--- src/hw/rtl/skein1024_ubi_block_engine_top_defines.svh ---
// Assertion macros used by the block engine's back part.
`ifndef SKEIN1024_UBI_BLOCK_ENGINE_TOP_DEFINES_SVH
`define SKEIN1024_UBI_BLOCK_ENGINE_TOP_DEFINES_SVH
// Implication checked at each clock edge outside reset.
`define SKA_ASSERT_IMP(lbl, clk, rst_n, ante, cons) \
    lbl: assert property (@(posedge clk) disable iff (!rst_n) (ante) |-> (cons)) \
        else $error("assertion failed");
// Next-cycle implication checked at each clock edge outside reset.
`define SKA_ASSERT_NXT(lbl, clk, rst_n, ante, cons) \
    lbl: assert property (@(posedge clk) disable iff (!rst_n) (ante) |=> (cons)) \
        else $error("assertion failed");
`endif

--- src/hw/rtl/sk1024_pkg.sv ---
// Shared types, constants and round functions of the Skein-1024 block engine.
package sk1024_pkg;
    typedef logic [63:0] t_word;
    typedef t_word [15:0] t_block;

    localparam t_word PARITY_WORD = 64'h1BD11BDAA9FC1A22;

    // Block request passed from the front part to the back part.
    typedef struct packed {
        t_block msg;
        logic [7:0] byte_count;
        logic new_type;
        logic [5:0] block_type;
        logic final_block;
        logic clear_chain;
        logic emit;
        logic keep_chain;
    } t_blk_req;

    function automatic logic [5:0] rot_amt(input logic [2:0] r, input logic [2:0] j);
        logic [5:0] t [0:63];
        t = '{6'd24,6'd13,6'd8,6'd47,6'd8,6'd17,6'd22,6'd37,
              6'd38,6'd19,6'd10,6'd55,6'd49,6'd18,6'd23,6'd52,
              6'd33,6'd4,6'd51,6'd13,6'd34,6'd41,6'd59,6'd17,
              6'd5,6'd20,6'd48,6'd41,6'd47,6'd28,6'd16,6'd25,
              6'd41,6'd9,6'd37,6'd31,6'd12,6'd47,6'd44,6'd30,
              6'd16,6'd34,6'd56,6'd51,6'd4,6'd53,6'd42,6'd41,
              6'd31,6'd44,6'd47,6'd46,6'd19,6'd42,6'd44,6'd25,
              6'd9,6'd48,6'd35,6'd52,6'd23,6'd31,6'd37,6'd20};
        return t[{r, j}];
    endfunction

    function automatic logic [3:0] word_ord(input logic [1:0] p, input logic [3:0] k);
        logic [3:0] t [0:63];
        t = '{4'd0,4'd1,4'd2,4'd3,4'd4,4'd5,4'd6,4'd7,
              4'd8,4'd9,4'd10,4'd11,4'd12,4'd13,4'd14,4'd15,
              4'd0,4'd9,4'd2,4'd13,4'd6,4'd11,4'd4,4'd15,
              4'd10,4'd7,4'd12,4'd3,4'd14,4'd5,4'd8,4'd1,
              4'd0,4'd7,4'd2,4'd5,4'd4,4'd3,4'd6,4'd1,
              4'd12,4'd15,4'd14,4'd13,4'd8,4'd11,4'd10,4'd9,
              4'd0,4'd15,4'd2,4'd11,4'd6,4'd13,4'd4,4'd9,
              4'd14,4'd1,4'd8,4'd5,4'd10,4'd3,4'd12,4'd7};
        return t[{p, k}];
    endfunction

    function automatic t_word rotl(input t_word v, input logic [5:0] n);
        logic [127:0] d;
        d = {v, v} << n;
        return d[127:64];
    endfunction

    // One Threefish-1024 round: eight MIX operations.
    function automatic t_block mix_round(input t_block x, input logic [6:0] r);
        t_block y;
        t_word s;
        logic [3:0] a;
        logic [3:0] b;
        y = x;
        for (int j = 0; j < 8; j++) begin
            a = word_ord(r[1:0], 4'(2 * j));
            b = word_ord(r[1:0], 4'(2 * j + 1));
            s = x[a] + x[b];
            y[a] = s;
            y[b] = rotl(x[b], rot_amt(r[2:0], 3'(j))) ^ s;
        end
        return y;
    endfunction
endpackage

--- src/hw/rtl/sk1024_front.sv ---
// Front part: collects sixteen message words into a block request.
module sk1024_front (
    input  logic                   i_clk,
    input  logic                   i_rst_n,
    input  logic                   i_valid,
    output logic                   o_stall,
    input  sk1024_pkg::t_word      i_data_word,
    input  logic [7:0]             i_byte_count,
    input  logic                   i_new_type,
    input  logic [5:0]             i_block_type,
    input  logic                   i_final_block,
    input  logic                   i_clear_chain,
    input  logic                   i_emit_chain,
    input  logic                   i_keep_chain,
    output logic                   o_req_valid,
    input  logic                   i_req_stall,
    output sk1024_pkg::t_blk_req   o_req
);
    sk1024_pkg::t_block r_buf;
    logic [3:0] r_cnt;
    logic r_full;
    sk1024_pkg::t_blk_req r_req;
    logic acc;

    assign o_stall     = r_full;
    assign acc         = i_valid && !r_full;
    assign o_req_valid = r_full;
    assign o_req       = r_req;

    always_ff @(posedge i_clk) begin
        if (!i_rst_n) begin
            r_cnt  <= '0;
            r_full <= 1'b0;
        end else begin
            if (acc) begin
                r_cnt <= r_cnt + 4'd1;
                if (r_cnt == 4'd15) r_full <= 1'b1;
            end else if (r_full && !i_req_stall) begin
                r_full <= 1'b0;
            end
        end
    end

    always_ff @(posedge i_clk) begin
        if (acc) begin
            r_buf[r_cnt] <= i_data_word;
            if (r_cnt == 4'd15) begin
                r_req.msg         <= {i_data_word, r_buf[14:0]};
                r_req.byte_count  <= i_byte_count;
                r_req.new_type    <= i_new_type;
                r_req.block_type  <= i_block_type;
                r_req.final_block <= i_final_block;
                r_req.clear_chain <= i_clear_chain;
                r_req.emit        <= i_emit_chain | i_keep_chain;
                r_req.keep_chain  <= i_keep_chain;
            end
        end
    end
endmodule

--- config.mk ---
export PLATFORM = sky130hd
export DESIGN_NAME = sk1024_front
export DESIGN_NICKNAME = d
export VERILOG_FILES = /design/src/hw/rtl/skein1024_ubi_block_engine_top_defines.svh /design/src/hw/rtl/sk1024_pkg.sv /design/src/hw/rtl/sk1024_front.sv
export SDC_FILE = /design/constraint.sdc
export NUM_CORES = 1
export LEC_CHECK = 0
export ABC_AREA = 1
export ABC_CLOCK_PERIOD_IN_PS = 24100
export BUFFER_PORTS_ARGS = -buffer_cell sky130_fd_sc_hd__buf_2
export CAP_MARGIN = 20
export CELL_PAD_IN_SITES_DETAIL_PLACEMENT = 1
export CELL_PAD_IN_SITES_GLOBAL_PLACEMENT = 2
export CORE_AREA = 2 2 436 438
export CTS_BUF_LIST = sky130_fd_sc_hd__clkbuf_4
export CTS_CLUSTER_SIZE = 25
export DETAILED_ROUTE_END_ITERATION = 6
export DIE_AREA = 0 0 438 440
export PLACE_DENSITY = 0.71
export SYNTH_ARGS = -nofsm -noshare
export SYNTH_HDL_FRONTEND = slang
export SYNTH_SLANG_ARGS = --single-unit
--- constraint.sdc ---
create_clock -name i_clk -period 24.1 [get_ports i_clk]
set_input_delay 1.205 -clock i_clk [delete_from_list [all_inputs] [get_ports i_clk]]
set_output_delay 1.205 -clock i_clk [all_outputs]
set_load 0.02 [all_outputs]
After elaboration in Yosys (flattened, before gate mapping) --
Cells that the tools add are included.
Word-level totals: bits of input ports 87, flip-flop bits (word level) 2072, logic and storage cells 61, output and inout port bits 1045
Cells by class: equal/unequal tests 2, reductions and logical operators 8, order comparisons 2, $add $sub $neg 1, bitwise operators 1, muxes and demuxes 6
Operators by type and width (count):
- $bwmux 1024 | 1
- $demux 64 s4 | 1
- $mux 64 | 1
- $lt 4x5->1 const B | 1
- $add 4x1->4 const B | 1
- $eq 4x4->1 const B | 1
- $ge 4x1->1 const B | 1
- $reduce_and 2->1 | 2
- $logic_and 1x1->1 | 3
- $mux 1 | 3
- $logic_not 1->1 | 2
- $ne 2x1->1 const B | 1
- $reduce_bool 2->1 | 1
- $or 1x1->1 | 1

Logic depth before layout (Yosys ltp) --
Gate-level depths: netlist of the first run.
depth after elaboration 5, gate-level depth with buffers 6, gate-level depth less buffers 6

Worst setup path after synthesis of the first run --
No wires, ideal clock.
path kind input port to flip-flop, from in i_valid, to reg r_req, in the netlist o_req[0], enable pin, data arrival time 21544 ps, buffers on the path 0, setup slack 1178 ps, stages 4, cell sequence inv_1 nor2_4 nand4_2 inv_1
Between the ends: cells in the longest elaborated chain, start to end 2
Ends and longest elaborated chain:
- start, declared | RTL line sk1024_front.sv:5 | input logic i_valid,
- $logic_and 1x1->1 | RTL line sk1024_front.sv:26 | assign acc = i_valid && !r_full;
- $reduce_and 2->1 (no source line)
- end, declared | RTL line sk1024_front.sv:22 | sk1024_pkg::t_blk_req r_req;
Every way passes these cells. A chain may end at the register's enable or synchronous reset.

Worst setup path in the final report of the first run --
from in i_valid, to reg r_req, in the netlist o_req[80], enable pin
Same word-level chain as after synthesis.

==> results of run 1 <==
==> layout by cell type, fill, tap and decap left out <==
cell type and count:
nand3_1 2, nand4_2 1, buf_12 2, inv_1 7, nand2_1 16, inv_2 4
ha_1 5, clkbuf_4 703, clkinvlp_4 2, o21ai_0 1, nor2_4 16, inv_8 1
a21oi_1 3, dfxtp_1 5, clkinv_4 2, clkinv_1 89, diode_2 8, buf_16 1
edfxtp_1 2003, inv_6 3, or2_2 1, nor2_1 3, clkinv_2 7, a21oi_2 1
dlygate4sd3_1 30, bufinv_16 3, buf_4 39, buf_2 1131
==> final timing paths <==
check | start | endpoint | slack (ns)
worst max-delay path | i_valid | o_req[80] | 19.22
worst min-delay path | i_data_word[10] | r_buf[906] | 0.27
worst max register to register | r_cnt[0] | o_req[80] | 19.36
worst min register to register | r_buf[189] | o_req[208] | 0.29
==> power by group <==
group	leakage (nW)	total, W	internal, W	switching, W
combinational	4.97	0.0000685	0.0000101	0.0000584
sequential	18.1	0.00384	0.00384	0.00000543
clock	3.48	0.00264	0.00136	0.00128
==> area by class of cell <==
cell class | instances | area (um2) | area share, %
Timing Repair Buffer | 1203 | 6320 | 8.32
Clock buffer | 703 | 5280 | 6.95
Tap cell | 2511 | 3140 | 4.14
Sequential cell | 2008 | 60200 | 79.3
Multi-Input combinational cell | 49 | 372 | 0.489
Antenna cell | 8 | 20.0 | 0.0264
Inverter | 8 | 37.5 | 0.0494
Clock inverter | 110 | 533 | 0.702
==> metal layers <==
metal	part of all wire (%)	wire length, um	GRT usage (%)	vias up
met1	35	56700	16.7	14500
met3	8.1	13300	5.77	341
met4	4.1	6750	8.01	0
li1	-	-	-	12100
met5	0	0	0	-
met2	53	87200	29.2	1362
==> cells in the mapped netlist <==
cell type / n / share of area [%]
inv_1: 8 / 0.050
a21oi_1: 3 / 0.025
ha_1: 5 / 0.10
or2_2: 1 / 0.010
dfxtp_1: 5 / 0.17
nand4_2: 1 / 0.021
nand3_1: 2 / 0.017
buf_4: 1 / 0.012
nor2_1: 18 / 0.11
edfxtp_1: 2003 / 99
o21ai_0: 1 / 0.0083
nand2_1: 16 / 0.099
a21oi_2: 1 / 0.014
nor2_4: 1 / 0.019
==> state kept, by name, summed over array words and instances (netlist names) <==
name	count
o_req	1043
r_buf	960
o_req_valid	1
r_cnt	4
==> cell families after synthesis <==
logic type	Yosys count
fa+ha+maj	5
compound gates	5
simple gates	39
buf+inv	9
flops	2008
==> through the flow <==
step                      power (W)  instance area [um2]  hold slack, ns  utilization (%)
after floorplan             0.00393                60500           0.400                -
after global placement      0.00398                69800           0.400             37.0
after detailed placement    0.00399                69800           0.405             37.0
after CTS                   0.00665                75900         0.00115             40.2
after global routing        0.00681                75900          0.0658             40.3
final                       0.00655                76000           0.268             40.3
==> what timing repair did <==
action	CTS	global route
hold buffers	30	0
resized for setup	0	0
endpoints found under the hold margin	73	0
==> flow_metrics.tcl, run 1 <==
set metrics [dict create \
    fin_crit_sh_pct 20.2 \
    yosysSeqAreaShare_pct 99.5 \
    dieArea_um2 193000 \
    dpl.hpwl_mm 104 \
    cp_max_fo 114 \
    slew_headroom_pct 27.0 \
    initial_core_util_pct 32.1 \
    rsz0062_at_grt "no" \
    synthesis.nets 2158 \
    worst-setup-path-type "primary input to flip-flop" \
    synthMuxAreaShare_pct 0 \
    drive_gt1_share_pct 47.0 \
    fin_ws_ns 19.22 \
    power_leakage_nw 26.5 \
    die_h_um 440 \
    crit_slowest_cell "buf_4" \
    clk_latency_ns 1.33 \
    drt-initial-drc-count 1682 \
    synthXorXnorAreaFrac_pct 0 \
    slew_violations 0 \
    via_per_inst 4.29 \
    vdd_drop_max_mv 0.0491 \
    grt_usage_pct 16.3 \
    crit_required_ns 24.92 \
    crit_chain "dlygate4sd3_1 -> buf_2 -> inv_1 -> nor2_4 -> nand4_2 -> inv_8 -> buf_4 -> buf_4 -> buf_4" \
    dp_slack_ns 18.48 \
    cp_top_family "buffers and inverters" \
    synth_compound_area_share_pct 0.0475 \
    cts_buffers 495 \
    tightest_slew_ns 1.10 \
    critPathCaptureType "flip-flop" \
    post-route-min-period_ns 4.88 \
    row_count 160 \
    grt_pass1_vias 29400 \
    clock_sinks 2008 \
    tns_ns 0 \
    fillers 18600 \
    cts_tree "built" \
    routed_wl_mm 164 \
    root_buffer "clkbuf_4" \
    grt_pass1_wl_mm 218 \
    io_pins 1132 \
    path_depth 9 \
    cp_slowest_stage_delay_ns 0.91 \
    vias 28300 \
    synthSimpleGateAreaFrac_pct 0.277 \
    overflow 0 \
    synth_warnings 0 \
    drc_errors 0 \
    hold_depth 1 \
    max_freq_mhz 205 \
    synthAdderAreaFrac_pct 0.103 \
    worst_path_most_repeated_cell "buf_4" \
    final_antenna_net_count 0 \
    cts_setup_buffers 0 \
    holdCritPathClass "primary input to flip-flop" \
    antenna_found_initial 8 \
    grt_max_degree 163 \
    nNetsFinal 3857 \
    cp-start-kind "primary input" \
    cts.clk_slew.worst_paths_ns 0.07 \
    dp_cells 5748 \
    clockBufferDepth 4 \
    dr.pass1.iters 5 \
    instances_no_fill 6600 \
    arrival_ns 5.69 \
    fp.dieW_um 438 \
    gp_congestion 0.789 \
    path_buf_inv 7 \
    synth_top_family_by_area "simple AND/OR/NAND/NOR gates" \
    detail_route.wl_per_cell_um 24.8 \
    finalHoldViolCount 0 \
    avgSynthCellArea_um2 29.3 \
    maxCapViolations 0 \
    synth_area_um2 60500 \
    setup_viol 0 \
    r2r_cells 6 \
    syn_inst 2066 \
    synth_seq_cells 2008 \
    skew_ns 0.132 \
    cts_htree_levels 5 \
    numPortBuffers 1131 \
    synth_cell_type_count 14 \
    status "finished clean" \
    area_growth_pct 25.4 \
    core_area_um2 189000 \
    powerDensity_nw_per_um2 86.2 \
]
Power figures use the tool's default switching activity.
==> run 2, diff against run 1 <==
ABC_AREA = 0   (was 1)
ABC_CLOCK_PERIOD_IN_PS = 4000   (was 24100)
clock period = 4 ns   (was 24.1 ns; I/O delays follow)
==> run 2 against run 1 <==
  * Non-clock buffer count up 177
  * Register-to-register slack worse by 18 ns
  * Critical path depth down 5
  * Sequential share of layout area down 2.1 points
  * Global-route usage up 1.4 points
  * Cell count up 2.8%
  * First-iteration DRC count up 32%
  * Via count up 4.1%
  * Critical endpoint is now r_buf[269]
==> flow_metrics.tcl, run 2 <==
set metrics [dict create \
    cts_htree_levels 5 \
    synthXorXnorAreaFrac_pct 0.0289 \
    worst-setup-path-type "flip-flop to flip-flop" \
    dp_slack_ns 1.35 \
    clk_latency_ns 1.40 \
    rsz0062_at_grt "no" \
    synth_edf_count 2003 \
    synth_top_family_by_area "simple AND/OR/NAND/NOR gates" \
    tns_ns 0 \
    cts_setup_buffers 0 \
    via_per_inst 4.34 \
    maxCapViolations 0 \
    core_area_um2 189000 \
    fin_ws_ns 1.37 \
    grt_pass1_wl_mm 235 \
    r2r_cells 4 \
    instances_no_fill 6782 \
    antenna_found_initial 8 \
    dieArea_um2 193000 \
    synthSimpleGateAreaFrac_pct 0.343 \
    drive_gt1_share_pct 45.4 \
    hold_depth 3 \
    cp_max_fo 36 \
    synth.area.top_cells "edfxtp_1 (99%), and2_1 (0.19%), dfxtp_1 (0.17%)" \
    synthAdderAreaFrac_pct 0.103 \
    vdd_drop_max_mv 0.243 \
    avgSynthCellArea_um2 29.5 \
    routed_wl_mm 178 \
    numPortBuffers 1131 \
    synth_seq_cells 2008 \
    skew_ns 0.151 \
    ys_top_cells_by_count "edfxtp_1 (2003), and2_1 (18), dfxtp_1 (5), ha_1 (5), nand3_1 (3)" \
    slew_violations 0 \
    synth_top_cell_area_share_pct 99.3 \
    final_common_cell "edfxtp_1" \
    root_buffer "clkbuf_4" \
    synth_cell_type_count 22 \
    vias 29500 \
    dp_cells 5745 \
    setup_viol 0 \
    power_leakage_nw 27.4 \
    fin_crit_sh_pct 65.6 \
    nNetsFinal 4016 \
    crit_required_ns 4.96 \
    cts_tree "built" \
    dr.pass1.iters 5 \
    dpl.hpwl_mm 108 \
    overflow 0 \
    row_count 160 \
    r2r_start "o_req_valid" \
    yosysSeqAreaShare_pct 99.4 \
    critPathCaptureType "flip-flop" \
    r2r_setup_slack_ns 1.37 \
    clockBufferDepth 4 \
    synthMuxAreaShare_pct 0.0165 \
    reg2reg_to "r_buf[269]" \
    detail_route.wl_per_cell_um 26.2 \
    fp.dieW_um 438 \
    final_antenna_net_count 0 \
    min_from "i_byte_count[1]" \
    synth_warnings 0 \
    finalHoldViolCount 0 \
    synthesis.nets 2145 \
    gp_congestion 0.798 \
    powerDensity_nw_per_um2 510 \
    largest_reg_flops 1043 \
    fillers 18600 \
    holdCritPathClass "primary input to flip-flop" \
    syn_inst 2053 \
    drc_errors 0 \
    async_flop_share_pct 0 \
    initial_core_util_pct 32.1 \
    cts-resized-gates 0 \
    cts.clk_slew.worst_paths_ns 0.07 \
    grt_usage_pct 17.7 \
    synth_area_leader_cell "edfxtp_1" \
    ys.flop_type "edfxtp_1" \
    max_freq_mhz 381 \
    hold_end "o_req[12]" \
    synth_area_um2 60600 \
    drt-initial-drc-count 2213 \
    yosysMostFrequentCell "edfxtp_1" \
    grt_pass1_vias 30800 \
    slew_headroom_pct 26.8 \
    tightest_slew_ns 1.09 \
    cp-start-kind "flip-flop" \
    cts_buffers 491 \
    die_h_um 440 \
    synth_compound_area_share_pct 0.0207 \
    status "finished clean" \
    arrival_ns 3.59 \
    area_growth_pct 28.7 \
    clock_sinks 2008 \
    post-route-min-period_ns 2.63 \
    final_cell_mix "edfxtp_1 (2003), buf_2 (1131), clkbuf_4 (701), dlygate4sd3_1 (193), clkinv_1 (103)" \
    grt_max_degree 122 \
    io_pins 1132 \
]
-- run 2: cell type report --
class | instances | area, um2 | share of cell area [%]
tap | 2511 | 3140 | 4.03
timing repair buffer | 1380 | 8360 | 10.7
inverter | 2 | 7.51 | 0.00963
multi-input combinational | 41 | 350 | 0.449
antenna | 10 | 25.0 | 0.0321
sequential | 2008 | 60300 | 77.3
clock buffer | 701 | 5260 | 6.75
clock inverter | 129 | 588 | 0.754
-- run 2: cells by family (layout without fill, tap and decap cells) --
group	Yosys count	after routing
fa+ha+maj	5	5
mux	1	1
buf+inv	4	2212
flops	2008	2008
compound gates	2	2
simple gates	31	31
xor+xnor	2	2
other cells	0	10
-- run 2: repair_timing --
action	in CTS	in global routing
endpoints found under the setup margin	0	0
endpoints found under the hold margin	1955	0
hold buffers	197	0
-- run 2: how the worst max path moves through the flow --
stage | to | startpoint | slack, ns
2_1_floorplan | o_req[0] | o_req_valid | -4.34
3_3_place_gp | o_req[596] | r_cnt[2] | 1.41
3_5_place_dp | o_req[5] | r_cnt[2] | 1.35
4_1_cts | r_buf[269] | o_req_valid | 1.27
5_1_grt | r_buf[269] | o_req_valid | 1.21
6_report | r_buf[269] | o_req_valid | 1.37
-- run 2: per-layer routing --
layer  track usage, %  vias to the layer above  share of wire, %
met5                0                        -            0.0073
met4             8.88                        2               4.4
met3             4.46                      341               6.0
met2             31.4                     1445                53
met1             19.7                    15200                37
li1                 -                    12500                 -
-- run 2: worst max-delay path: stages (launching register included) --
cell	delay (ns)
dfxtp_4	0.36
nand2b_4	0.18
nor3b_1	0.53
and2_4	0.71
buf_12	0.36
-- run 2: power breakdown --
part	leakage, nW	switching (W)	total (W)	internal (W)
clock	3.49	0.00787	0.0160	0.00812
combinational	5.81	0.000405	0.000588	0.000183
sequential	18.1	0.0000368	0.0232	0.0231
total	27.4	0.00831	0.0397	0.0314
-- run 2: per-stage QoR --
| step | hold WS [ns] | total power, W | utilization [%] | cell area (um2) |
|---|---|---|---|---|
| detailed placement | 0.379 | 0.0241 | 37.2 | 70100 |
| floorplan | 0.299 | 0.0237 | - | 60600 |
| finish | 0.203 | 0.0397 | 41.4 | 78000 |
| global route | 0.0710 | 0.0413 | 41.3 | 78000 |
| global placement | 0.380 | 0.0240 | 37.2 | 70100 |
| CTS | 0.00915 | 0.0402 | 41.3 | 78000 |
